==> src/rtl/utf8_stream_decoder_defines.svh <==
// assertion macros for the utf8 stream decoder core rtl
`ifndef UTF8_STREAM_DECODER_DEFINES_SVH
`define UTF8_STREAM_DECODER_DEFINES_SVH

// same-cycle implication, checked out of reset
`define U8D_ASSERT_IMP(label, ante, cons, msg) \
    label: assert property (@(posedge i_clk) disable iff (!i_rst_n) (ante) |-> (cons)) \
        else $error(msg);

// next-cycle implication, checked out of reset
`define U8D_ASSERT_NXT(label, ante, cons, msg) \
    label: assert property (@(posedge i_clk) disable iff (!i_rst_n) (ante) |=> (cons)) \
        else $error(msg);

`endif

==> src/rtl/u8dec_pkg.sv <==
// shared widths and beat types for the utf8 stream decoder
package u8dec_pkg;

    localparam int BYTE_W  = 8;
    localparam int CP_W    = 26;
    localparam int CNT_W   = 3;
    localparam int TDATA_W = 32;
    localparam int PAD_W   = TDATA_W - CP_W;

    typedef struct packed {
        logic              valid;
        logic [BYTE_W-1:0] data;
    } t_beat;

    typedef struct packed {
        logic            valid;
        logic [CP_W-1:0] cp_val;
    } t_result;

    typedef enum logic [2:0] {
        KIND_ASCII,
        KIND_CONT,
        KIND_LEAD2,
        KIND_LEAD3,
        KIND_LEAD4,
        KIND_LEAD5,
        KIND_BAD
    } t_byte_kind;

endpackage

==> src/rtl/u8dec_in_stage.sv <==
// input register for the raw byte stream
module u8dec_in_stage (
    input  logic                          i_clk,
    input  logic                          i_rst_n,
    input  logic                          i_valid,
    input  logic [u8dec_pkg::BYTE_W-1:0]  i_data,
    output logic                          o_ready,
    input  logic                          i_adv,
    output u8dec_pkg::t_beat              o_beat
);
    import u8dec_pkg::*;

    logic              r_valid;
    logic [BYTE_W-1:0] r_data;

    assign o_ready = !r_valid || i_adv;

    always_ff @(posedge i_clk) begin
        if (!i_rst_n) begin
            r_valid <= 1'b0;
        end else if (i_valid && o_ready) begin
            r_valid <= 1'b1;
        end else if (i_adv) begin
            r_valid <= 1'b0;
        end
    end

    always_ff @(posedge i_clk) begin
        if (i_valid && o_ready) begin
            r_data <= i_data;
        end
    end

    assign o_beat.valid = r_valid;
    assign o_beat.data  = r_data;

endmodule

==> src/rtl/u8dec_core.sv <==
// decode state and per-byte update logic
`include "utf8_stream_decoder_defines.svh"

module u8dec_core (
    input  logic               i_clk,
    input  logic               i_rst_n,
    input  u8dec_pkg::t_beat   i_beat,
    input  logic               i_adv,
    output u8dec_pkg::t_result o_res
);
    import u8dec_pkg::*;

    localparam int          CONT_BITS   = 6;
    localparam logic [CNT_W-1:0] MAX_PENDING = CNT_W'(4);

    logic [CP_W-1:0]  r_partial;
    logic [CNT_W-1:0] r_pending;
    logic [CP_W-1:0]  n_partial;
    logic [CNT_W-1:0] n_pending;
    t_byte_kind       kind;
    logic [BYTE_W-1:0] b;

    assign b = i_beat.data;

    always_comb begin
        priority if (b[7] == 1'b0)          kind = KIND_ASCII;
        else if (b[7:6] == 2'b10)           kind = KIND_CONT;
        else if (b[7:5] == 3'b110)          kind = KIND_LEAD2;
        else if (b[7:4] == 4'b1110)         kind = KIND_LEAD3;
        else if (b[7:3] == 5'b11110)        kind = KIND_LEAD4;
        else if (b[7:2] == 6'b111110)       kind = KIND_LEAD5;
        else                                kind = KIND_BAD;
    end

    always_comb begin
        n_partial    = r_partial;
        n_pending    = r_pending;
        o_res.valid  = 1'b0;
        o_res.cp_val = {r_partial[CP_W-CONT_BITS-1:0], b[CONT_BITS-1:0]};
        if (kind == KIND_CONT) begin
            // stray continuation with nothing pending is dropped
            if (r_pending != '0) begin
                n_partial   = {r_partial[CP_W-CONT_BITS-1:0], b[CONT_BITS-1:0]};
                n_pending   = r_pending - CNT_W'(1);
                o_res.valid = i_beat.valid && (r_pending == CNT_W'(1));
            end
        end else if (r_pending != '0) begin
            // broken sequence: abandon it and drop this byte
            n_pending = '0;
        end else begin
            unique case (kind)
                KIND_ASCII: begin
                    o_res.valid  = i_beat.valid;
                    o_res.cp_val = CP_W'(b);
                end
                KIND_LEAD2: begin
                    n_partial = CP_W'(b[4:0]);
                    n_pending = CNT_W'(1);
                end
                KIND_LEAD3: begin
                    n_partial = CP_W'(b[3:0]);
                    n_pending = CNT_W'(2);
                end
                KIND_LEAD4: begin
                    n_partial = CP_W'(b[2:0]);
                    n_pending = CNT_W'(3);
                end
                KIND_LEAD5: begin
                    n_partial = CP_W'(b[1:0]);
                    n_pending = MAX_PENDING;
                end
                default: begin
                end
            endcase
        end
    end

    always_ff @(posedge i_clk) begin
        if (!i_rst_n) begin
            r_partial <= '0;
            r_pending <= '0;
        end else if (i_adv) begin
            r_partial <= n_partial;
            r_pending <= n_pending;
        end
    end

    `U8D_ASSERT_IMP(a_pending_range, 1'b1, r_pending <= MAX_PENDING, "pending count out of range")
    `U8D_ASSERT_NXT(a_done_clears, i_adv && o_res.valid, r_pending == '0, "pending left after result")
    `U8D_ASSERT_NXT(a_hold_state, !i_adv, $stable(r_pending) && $stable(r_partial), "state moved on stall")
    `U8D_ASSERT_IMP(a_ascii_result, i_beat.valid && r_pending == '0 && !b[7], o_res.valid, "ascii byte gave no result")

endmodule

==> src/rtl/u8dec_out_stage.sv <==
// result register toward the code point stream
module u8dec_out_stage (
    input  logic                            i_clk,
    input  logic                            i_rst_n,
    input  logic                            i_load,
    input  logic [u8dec_pkg::CP_W-1:0]      i_cp_val,
    output logic                            o_free,
    output logic                            o_valid,
    output logic [u8dec_pkg::TDATA_W-1:0]   o_data,
    input  logic                            i_ready
);
    import u8dec_pkg::*;

    logic            r_valid;
    logic [CP_W-1:0] r_cp_val;

    assign o_free = !r_valid || i_ready;

    always_ff @(posedge i_clk) begin
        if (!i_rst_n) begin
            r_valid <= 1'b0;
        end else if (i_load) begin
            r_valid <= 1'b1;
        end else if (i_ready) begin
            r_valid <= 1'b0;
        end
    end

    always_ff @(posedge i_clk) begin
        if (i_load) begin
            r_cp_val <= i_cp_val;
        end
    end

    assign o_valid = r_valid;
    assign o_data  = {{PAD_W{1'b0}}, r_cp_val};

endmodule

==> src/rtl/utf8_stream_decoder.sv <==
// utf8 byte stream to code point stream decoder, top level
//
//  channel   dir  tdata bits             notes
//  s_axis    in   [7:0] byte_in          one raw byte per beat
//  m_axis    out  [25:0] cp_val          [31:26] zero, one beat per finished character
//
// one byte per cycle sustained unless a stalled result holds a byte; a byte passes
// input register, decode logic and result register in that order
// the per-byte update of the pending count and partial value is the only loop
// reset (synchronous, active low) clears pending count, partial value and both valid flags
// bytes that give no result never wait on m_axis; a stalled result holds the
// input register only when the next byte would also produce a result
module utf8_stream_decoder (
    input  logic                              i_clk,
    input  logic                              i_rst_n,
    input  logic                              i_s_axis_tvalid,
    output logic                              o_s_axis_tready,
    input  logic [u8dec_pkg::BYTE_W-1:0]      i_s_axis_tdata,   // [7:0] byte_in
    output logic                              o_m_axis_tvalid,
    input  logic                              i_m_axis_tready,
    output logic [u8dec_pkg::TDATA_W-1:0]     o_m_axis_tdata    // [25:0] cp_val, [31:26] zero
);
    import u8dec_pkg::*;

    t_beat   beat;
    t_result res;
    logic    out_free;
    logic    adv;

    assign adv = beat.valid && (!res.valid || out_free);

    u8dec_in_stage u_in (
        .i_clk   (i_clk),
        .i_rst_n (i_rst_n),
        .i_valid (i_s_axis_tvalid),
        .i_data  (i_s_axis_tdata),
        .o_ready (o_s_axis_tready),
        .i_adv   (adv),
        .o_beat  (beat)
    );

    u8dec_core u_core (
        .i_clk   (i_clk),
        .i_rst_n (i_rst_n),
        .i_beat  (beat),
        .i_adv   (adv),
        .o_res   (res)
    );

    u8dec_out_stage u_out (
        .i_clk    (i_clk),
        .i_rst_n  (i_rst_n),
        .i_load   (adv && res.valid),
        .i_cp_val (res.cp_val),
        .o_free   (out_free),
        .o_valid  (o_m_axis_tvalid),
        .o_data   (o_m_axis_tdata),
        .i_ready  (i_m_axis_tready)
    );

endmodule
==> config.mk <==
export PLATFORM = sky130hd
export DESIGN_NAME = utf8_stream_decoder
export DESIGN_NICKNAME = d
export VERILOG_FILES = /design/src/rtl/u8dec_pkg.sv /design/src/rtl/u8dec_in_stage.sv /design/src/rtl/u8dec_core.sv /design/src/rtl/u8dec_out_stage.sv /design/src/rtl/utf8_stream_decoder.sv
export VERILOG_INCLUDE_DIRS = /design/src /design/src/rtl
export SDC_FILE = /design/constraint.sdc
export NUM_CORES = 1
export LEC_CHECK = 0
export ABC_AREA = 1
export BUFFER_PORTS_ARGS = -buffer_cell sky130_fd_sc_hd__buf_2
export CAP_MARGIN = 10
export CORE_MARGIN = 8
export CORE_UTILIZATION = 45
export DETAILED_ROUTE_END_ITERATION = 6
export PLACE_DENSITY = 0.67
export SLEW_MARGIN = 20
export SYNTH_ARGS = -nofsm -noshare
export SYNTH_HDL_FRONTEND = slang
export SYNTH_SLANG_ARGS = --single-unit
==> constraint.sdc <==
create_clock -name i_clk -period 4.1 [get_ports i_clk]
set_input_delay 0.205 -clock i_clk [delete_from_list [all_inputs] [get_ports i_clk]]
set_output_delay 0.205 -clock i_clk [all_outputs]
set_load 0.01 [all_outputs]
Word level (Yosys, flattened, before mapping):

Cells that the tools add are included.

* register bits after elaboration: 59
* input port bits: 12
* logic and storage cells: 60

* add/subtract/negate cells: 1
* eq/ne operators: 13
* mux-type cells: 23
* reductions and logical operators: 17

Operator list (count)
* 20-bit one-hot mux with 4 select lines: 1
* 20-bit 2-to-1 mux: 3
* 27-bit 2-to-1 mux: 2
* 26-bit 2-to-1 mux: 1
* 3-bit 2-to-1 mux: 8
* 3-bit one-hot mux with 4 select lines: 1
* 3-bit equality test (second input constant): 3
* 3-bit by 1-bit equality test with 1-bit output (second input constant): 2
* 3-bit by 2-bit equality test with 1-bit output (second input constant): 2
* 6-bit equality test (second input constant): 1
* 1-bit 2-to-1 mux: 6
* 5-bit equality test (second input constant): 1
* 5-bit nonzero test: 1
* 4-bit equality test (second input constant): 1
* 1-bit logical AND: 4
* 4-bit AND reduction: 1
* 2-bit nonzero test: 2
* 1-bit logical NOT: 3
* 3-bit logical NOT: 1
* 1-bit logical OR: 3
* 3-bit AND reduction: 1
* 3-bit nonzero test: 1
* 3-bit by 1-bit subtractor with 3-bit output (second input constant): 1
* 2-bit equality test (second input constant): 1
* 3 further kinds: 3

Logic depth before layout (Yosys ltp):

Gate-level depths: netlist (run 1).

* word-level depth: 17
* depth in mapped cells: 12
* mapped depth without buffers: 11

By module:

A second synthesis (run 1) with hierarchy kept.

* cells, all modules: 263
* area, all modules: 2537.4 um2

Modules (own cells, without submodules)
* u8dec_core: times used 1, cells an instance 203, area each 1337.5 um2, sequential area each 460.4 um2
* u8dec_out_stage: times used 1, cells an instance 39, area each 875.8 um2, sequential area each 800.8 um2
* u8dec_in_stage: times used 1, cells an instance 16, area each 299.0 um2, sequential area each 260.2 um2
* utf8_stream_decoder: times used 1, cells an instance 5, area each 25.0 um2, sequential area each 0.0 um2

Least setup slack after synthesis (run 1):

OpenSTA, ideal clock, no wires.

* kind: register -> register
* from: reg u_core.r_pending[0]
* to: reg u_out.r_cp_val[0], enable pin
* arrival: 1.625 ns
* data required time: 3.719 ns
* path slack: 2.093 ns
* stages on the path, launching flop included: 10
* buffers on the path: 0
* period minus slack after synthesis: 2.007 ns
* cells stage by stage: dfxtp_1 > inv_1 > ha_1 > inv_1 > nor2_4 > nand3_1 > nand2_2 > nand2_4 > nand3_1 > inv_1

* longest elaborated chain between the ends: 8

Ends and longest elaborated chain
* start: declaration: RTL line u8dec_core.sv:17 `logic [CNT_W-1:0] r_pending;`
* start signal: assignment: RTL line u8dec_core.sv:84 `r_pending <= n_pending;`
* 3-bit by 1-bit equality test with 1-bit output: RTL line u8dec_core.sv:45 `o_res.valid = i_beat.valid && (r_pending == CNT_W'(1));`
* 1-bit logical AND: RTL line u8dec_core.sv:45
* 1-bit 2-to-1 mux: RTL line u8dec_core.sv:42 `if (r_pending != '0) begin`
* 1-bit 2-to-1 mux (*): RTL line u8dec_core.sv:40 `if (kind == KIND_CONT) begin`
* 1-bit logical NOT: RTL line utf8_stream_decoder.sv:30 `assign adv = beat.valid && (!res.valid || out_free);`
* 1-bit logical OR: RTL line utf8_stream_decoder.sv:30
* 1-bit logical AND: RTL line utf8_stream_decoder.sv:30
* 1-bit logical AND (*): RTL line utf8_stream_decoder.sv:53 `.i_load (adv && res.valid),`
* via u_out.i_load: RTL line u8dec_out_stage.sv:5 `input logic i_load,`
* end signal: assignment: RTL line u8dec_out_stage.sv:31 `r_cp_val <= i_cp_val;`
* end: declaration: RTL line u8dec_out_stage.sv:15 `logic [CP_W-1:0] r_cp_val;`

Mark *: on every way through the listed nets, which the timed path passes. The rest lies on a longest branch.
A chain may end at the register's enable or synchronous reset.

Worst setup path after layout (run 1):

* from: reg u_in.r_data[6]
* to: reg u_out.r_cp_val[2], enable pin

* longest elaborated chain between the ends: 15

Ends and longest elaborated chain
* start: declaration: RTL line u8dec_in_stage.sv:14 `logic [BYTE_W-1:0] r_data;`
* start signal: assignment: RTL line u8dec_in_stage.sv:30 `r_data <= i_data;`
* 6-bit equality test: RTL line u8dec_core.sv:31 `else if (b[7:2] == 6'b111110) kind = KIND_LEAD5;`
* 2-bit 2-to-1 mux: RTL line u8dec_core.sv:31
* 3-bit 2-to-1 mux: RTL line u8dec_core.sv:30 `else if (b[7:3] == 5'b11110) kind = KIND_LEAD4;`
* 3-bit 2-to-1 mux: RTL line u8dec_core.sv:29 `else if (b[7:4] == 4'b1110) kind = KIND_LEAD3;`
* 3-bit 2-to-1 mux: RTL line u8dec_core.sv:28 `else if (b[7:5] == 3'b110) kind = KIND_LEAD2;`
* 3-bit 2-to-1 mux (*): RTL line u8dec_core.sv:27 `else if (b[7:6] == 2'b10) kind = KIND_CONT;`
* 3-bit 2-to-1 mux (*): RTL line u8dec_core.sv:26 `priority if (b[7] == 1'b0) kind = KIND_ASCII;`
* 3-bit logical NOT: RTL line u8dec_core.sv:51 `unique case (kind)`
* 27-bit 2-to-1 mux: RTL line u8dec_core.sv:51
* 27-bit 2-to-1 mux: RTL line u8dec_core.sv:47 `end else if (r_pending != '0) begin`
* 1-bit 2-to-1 mux (*): RTL line u8dec_core.sv:40
* 1-bit logical NOT: RTL line utf8_stream_decoder.sv:30
* 1-bit logical OR: RTL line utf8_stream_decoder.sv:30
* 1-bit logical AND: RTL line utf8_stream_decoder.sv:30
* 1-bit logical AND (*): RTL line utf8_stream_decoder.sv:53
* via u_out.i_load: RTL line u8dec_out_stage.sv:5

Marks and branches as above.

==> results of run 1 <==
registers in the layout, indices dropped and copies added (netlist names):
| register | cells |
|---|---|
| u_in.r_valid | 1 |
| u_out.o_valid | 1 |
| u_core.r_pending | 3 |
| u_core.r_partial | 20 |
| u_in.r_data | 8 |
| u_out.r_cp_val | 26 |
per-layer routing:
layer  global-route usage [%]  routed length (um)  up-vias  part of all wire, %
met4                     8.87                 109        0                  2.5
li1                         -                   -      919                    -
met5                        0                   0        -                    0
met2                     18.4                2090       39                   48
met3                     3.99                 279       12                  6.4
met1                     11.7                1890      777                   43
area by class of cell:
class	instances	area (sq um)	share of cell area, %
inverters	38	143	4.91
clock buffers	13	149	5.13
repair buffers	39	195	6.72
well taps	72	90.1	3.10
multi-input cells	163	767	26.4
flip-flops and latches	59	1520	52.4
clock inverters	3	37.5	1.29
through the flow:
step           setup WS (ps)  cell area (sq um)  total power [W]
6_report                1760               2900          0.00127
4_1_cts                 1700               2900          0.00129
3_3_place_gp            1810               2720         0.000786
5_1_grt                 1560               2900          0.00133
2_1_floorplan           2090               2540         0.000769
3_5_place_dp            1710               2720         0.000787
cell usage in the layout (no fill, tap or decap), drive strengths merged, types with 2 or more instances in the layout:
| master | n |
|---|---|
| a21oi | 18 |
| nand4 | 4 |
| o21bai | 2 |
| nor2 | 56 |
| o21ai | 7 |
| clkinv | 4 |
| buf | 39 |
| inv | 36 |
| clkbuf | 13 |
| nand2 | 57 |
| ha | 4 |
| edfxtp | 34 |
| dfxtp | 25 |
| nand3 | 6 |
| conb | 6 |
worst max-delay path: stages (launching register included):
cell,delay (ps)
edfxtp_1,490
nor2_4,410
nand3_2,120
nand2_2,130
nand3_1,80
inv_1,720
power by group through the flow:
stage | clock, W | sequential, W | combinational [W]
after global placement | 0 | 0.000675 | 0.000111
after CTS | 0.000516 | 0.000663 | 0.000113
final | 0.000499 | 0.000663 | 0.000111
after detailed placement | 0 | 0.000675 | 0.000112
after global routing | 0.000538 | 0.000665 | 0.000130
after floorplan | 0 | 0.000674 | 0.0000946
worst paths after layout:
kind | from | to | slack (ps) | cells past startpoint
worst min-delay path | i_s_axis_tdata[4] | u_in.r_data[4] | 50 | 1
worst min register to register | u_in.r_data[0] | u_out.r_cp_val[0] | 460 | 0
worst max-delay path | u_in.r_data[6] | u_out.r_cp_val[2] | 1760 | 5
worst max register to register | u_in.r_data[6] | u_out.r_cp_val[2] | 1760 | 5
cell families after synthesis:
| group | count (synthesis) | share of synthesized area [%] |
|---|---|---|
| DFF | 59 | 60.3 |
| adders and majority gates | 4 | 1.98 |
| AOI/OAI and AO/OA | 28 | 5.95 |
| other | 1 | 0.149 |
| buffers and inverters | 53 | 10.0 |
| and+or+nand+nor | 124 | 21.2 |
| xor gates and xnor gates | 1 | 0.347 |
==> key figures, run 1 <==
Pwr
  • Peak supply drop: approximately 0.00025 V
  • Leak Pwr: 1.31 nW
  • Sw power: 0.000293 W
  • Clock power share: around 39%
  • Pwr dens: 438 mW/mm^2
  • Switching share of power: 23.0%
  • Logic pwr share: 8.7%
  • P_int: a little under 0.001 W
  • Sequential share of power: between 50% and 60%

Yosys
  • Synthesized area per cell: 9.34 sq um
  • Synth top cells by count: 54 x nor2_1, 53 x nand2_1, 34 x edfxtp_1, 34 x inv_1, 25 x dfxtp_1
  • Post-Synthesis Cells: 270
  • Number of synthesized flops with an enable pin: 34
  • YS warnings: 0
  • Largest cells by area after synthesis: edfxtp_1 40%, dfxtp_1 20%, nor2_1 8.0%
  • Main synth FF type: edfxtp_1
  • Cell variety after synth: 28
  • Synth area leader: edfxtp_1
  • Async SR Flop Fraction: 0%
  • Count of state elements after synthesis: 59
  • Top cell type's share of synthesized area: 40.5%
  • Area of the mapped netlist: 0.00252 sq mm
  • Most frequent cell after synthesis: nor2_1
  • Post-synthesis sequential area ratio: about three fifths

Setup path
  • Crit path arrival time: around 2300 ps
  • Worst EP required: 4050 ps
  • Largest fanout on the critical path: 27
  • CP endpoint kind: register
  • Startpoint Class: register
  • WS Path Type: reg -> reg

Routing
  • Vias: 1747
  • Vias per Instance: 4.51
  • DRT Pass-1 Iters: 4
  • # DRC: 0
  • Drt wl/cell: about 11 um
  • Final WL: between 4 and 5 mm
  • Initial DRC count: 80
  • ANT nets after route: 0

Cells and area
  • Share of layout cells above drive strength 1: 19.4%
  • Final Non-Filler Cells: 387
  • Fillers: 511
  • Diodes inserted: 0
  • Area Growth Syn to Fin: 15.1%
  • Nets: 326
  • Util after Layout: 53.0%

Floorplanning
  • DIE HEIGHT: 90.9 um
  • DIE WIDTH: 90.9 um
  • I/O pins: 46
  • Initial Util: 46.1%
  • Die area: 0.00826 sq mm
  • Core ar.: ~0.0055 sq mm
  • Row cnt: 27

Global route
  • First-pass GRT wire length: 7.48 mm
  • Largest net degree at the start of global routing: between 40 and 50
  • GRT Util Overall: 11.3%
  • Grt total ovfl: 0
  • Vias in the first global route: roughly 1700
  • Initial antenna violation count: 0

STA
  • Fmax: 427 MHz
  • Period utilization: 57.1%
  • Fin crit period: 2340 ps
  • Final Hold Violating Endpoints: 0
  • Skew final: 6.01 ps
  • Setup tns final: 0 ps
  • Hold slack: 48.6 ps
  • Max-slew violations: 0
  • Worst slew pin tran: 983 ps
  • Unrepaired setup endpoints after global routing: false
  • Max-slew headroom: 34.4%
  • Final setup vio count: 0

CTS
  • Clock Sinks: 59
  • Hold_buf cts: 0
  • Num CTS Buffers: 9
  • Register clock-pin slew on the reported worst setup and hold paths: 60 ps
  • Post-CTS Setup Bufs: 0
  • Root buffer cell: clkbuf_8
  • CTS tree: built
  • Maximum clock path buffer count: 2
  • Worst skew pair latency: ~330 ps
  • CTS H-tree lvls: 3
  • CTS resizes: 0

Placement
  • Inst Count DP: around 370
  • IO buf count: 39
  • Dpl hpwl: approximately 3 mm
  • Final GP Congestion: approximately 0.8

Flow run
  • # Max-Cap Violations: 0

Outcome
  • Outcome: completed

Hold path
  • Worst hold path class: in -> reg
(Power assumes the default switching activity.)
==> run 2, diff against run 1 <==
==> constraint.sdc (replaced) <==
create_clock -name i_clk -period 2.3 [get_ports i_clk]
set_input_delay 0.115 -clock i_clk [delete_from_list [all_inputs] [get_ports i_clk]]
set_output_delay 0.115 -clock i_clk [all_outputs]
set_load 0.01 [all_outputs]
==> run 2 against run 1 <==
  * Sequential share of layout area shrank 2.5 points
  * First-iteration DRC count shrank 1.3%
  * Clock-buffer cell count is the same
  * Global-route usage grew 0.25 points
  * Maximum frequency grew 19%
  * Wire length grew 2.5%
  * Critical path depth grew 4
  * Sequential cell count is the same
  * Setup slack lost 1400 ps
  * Critical path type unchanged
  * Highest routed layer unchanged
==> key figures, run 2 (synthesis results as in run 1) <==
Cells and area
  • Reg with most FFs: u_out.r_cp_val
  • Diodes inserted: 0
  • Util after Layout: around 56%
  • Nets: 339
  • Commonest non-fill, non-tap cell in the layout: nor2_1
  • Area Growth Syn to Fin: 20.8%
  • Largest regs: u_out.r_cp_val: 26 flops, u_core.r_partial: 20 flops, u_in.r_data: 8 flops
  • Largest register FFs: 26
  • Share of layout cells above drive strength 1: between 20% and 30%
  • Most frequent cells in the layout: 54 x nor2_1, 53 x nand2_1, 39 x buf_2, 34 x inv_1, 34 x edfxtp_1

Setup path
  • Reg-to-reg startpoint: u_core.r_pending[0]
  • CP endpoint kind: register
  • Beginning of the critical path: u_core.r_pending[0]
  • Largest fanout on the critical path: 21
  • Worst EP required: around 2500 ps
  • Startpoint Class: register
  • WS Path Type: reg -> reg
  • Crit path arrival time: 2200 ps

STA
  • Final setup vio count: 0
  • Setup tns final: 0 ps
  • Fin crit period: 1970 ps
  • Fmax: 508 MHz
  • Unrepaired setup endpoints after global routing: false
  • Skew final: 7.35 ps
  • Final Hold Violating Endpoints: 0
  • Period utilization: between 80% and 90%
  • Max-slew violations: 0

Routing
  • Drt wl/cell: 11.2 um
  • Final WL: between 4 and 5 mm
  • Vias: 1802
  • DRT Pass-1 Iters: 4
  • Initial DRC count: roughly 80
  • # DRC: 0
  • Vias per Instance: 4.51
  • ANT nets after route: 0

Global route
  • Vias in the first global route: 1767
  • Largest net degree at the start of global routing: 28
  • GRT Util Overall: a little under an eighth
  • First-pass GRT wire length: 7.76 mm
  • Initial antenna violation count: 0
  • Grt total ovfl: 0

Floorplanning
  • Row cnt: 27
  • Core ar.: 0.00547 sq mm
  • DIE HEIGHT: 90.9 um
  • Die area: 0.00826 sq mm
  • I/O pins: 46
  • Initial Util: between 40% and 50%
  • DIE WIDTH: 90.9 um

CTS
  • Root buffer cell: clkbuf_8
  • CTS resizes: 0
  • CTS H-tree lvls: 3
  • Post-CTS Setup Bufs: 0
  • Clock Sinks: 59
  • Register clock-pin slew on the reported worst setup and hold paths: 60 ps
  • CTS tree: built
  • Worst skew pair latency: 330 ps
  • Num CTS Buffers: 9
  • Maximum clock path buffer count: 2

Placement
  • IO buf count: 39
  • Final GP Congestion: 0.807
  • Dpl hpwl: ~3 mm

Hold path
  • Worst Hold Launch: i_s_axis_tvalid
  • Worst hold path class: in -> reg

Flow run
  • # Max-Cap Violations: 0

Pwr
  • Peak supply drop: 0.000466 V
  • Leak Pwr: 1.38 nW
  • Pwr dens: between 700 and 800 mW/mm^2

Outcome
  • Outcome: completed
## run 2: cell types whose count changed in the layout (fill, tap and decap cells not counted), sizes merged
cell,change
dlygate4sd3,+8
buf,+5
## run 2: final cells by class
| type | instances | area (sq um) |
|---|---|---|
| Clock inverter | 3 | 38.8 |
| Sequential cell | 59 | 1520 |
| Multi-Input combinational cell | 163 | 767 |
| Clock buffer | 13 | 149 |
| Timing Repair Buffer | 52 | 338 |
| Fill cell | 511 | 2430 |
| Inverter | 38 | 143 |
| Tap cell | 72 | 90.1 |
## run 2: per-stage QoR
| step | std cells | power, W | area [sq um] | setup WS [ps] | hold slack [ps] |
|---|---|---|---|---|---|
| 4_1_cts | 400 | 0.00233 | 3050 | 326 | 31.1 |
| 3_5_place_dp | 376 | 0.00142 | 2780 | 338 | 293 |
| 3_3_place_gp | 376 | 0.00141 | 2780 | 415 | 291 |
| 5_1_grt | 400 | 0.00240 | 3050 | 147 | 84.0 |
| 2_1_floorplan | 275 | 0.00137 | 2540 | 293 | 214 |
| 6_report | 400 | 0.00230 | 3050 | 331 | 45.5 |
## run 2: power by group
| group | internal [W] | switching (W) | total, W |
|---|---|---|---|
| sequential | 0.00116 | 0.0000242 | 0.00118 |
| combinational | 0.0000844 | 0.000135 | 0.000219 |
| clock | 0.000526 | 0.000375 | 0.000900 |
## run 2: routing by layer
metal	track usage [%]	routed length, um	vias to the layer above
met2	19.4	2160	36
met3	5.57	300	9
met1	12.0	1950	813
met5	0	0	-
li1	-	-	944
met4	5.32	65	0
## run 2: path summary, 6_finish.rpt
path / endpoint / slack [ps] / cells after the start
worst min-delay path: u_in.r_valid / 50 / 3
worst max register to register: u_core.r_partial[16] / 330 / 9
worst max-delay path: u_core.r_partial[16] / 330 / 9
worst min register to register: u_out.r_cp_val[0] / 460 / 0
## run 2: critical path: stages, from the launching register on
cell	delay [ps]
dfxtp_1	360
inv_1	80
ha_1	220
inv_1	100
nor2_4	60
ha_1	320
nand4_4	280
buf_12	260
a21oi_1	120
nor2_1	50
## run 2: what timing repair did
item                                   4_1_cts  5_1_grt
hold buffers                                 8        0
endpoints found under the hold margin        8        0
setup endpoints to repair                    0        0
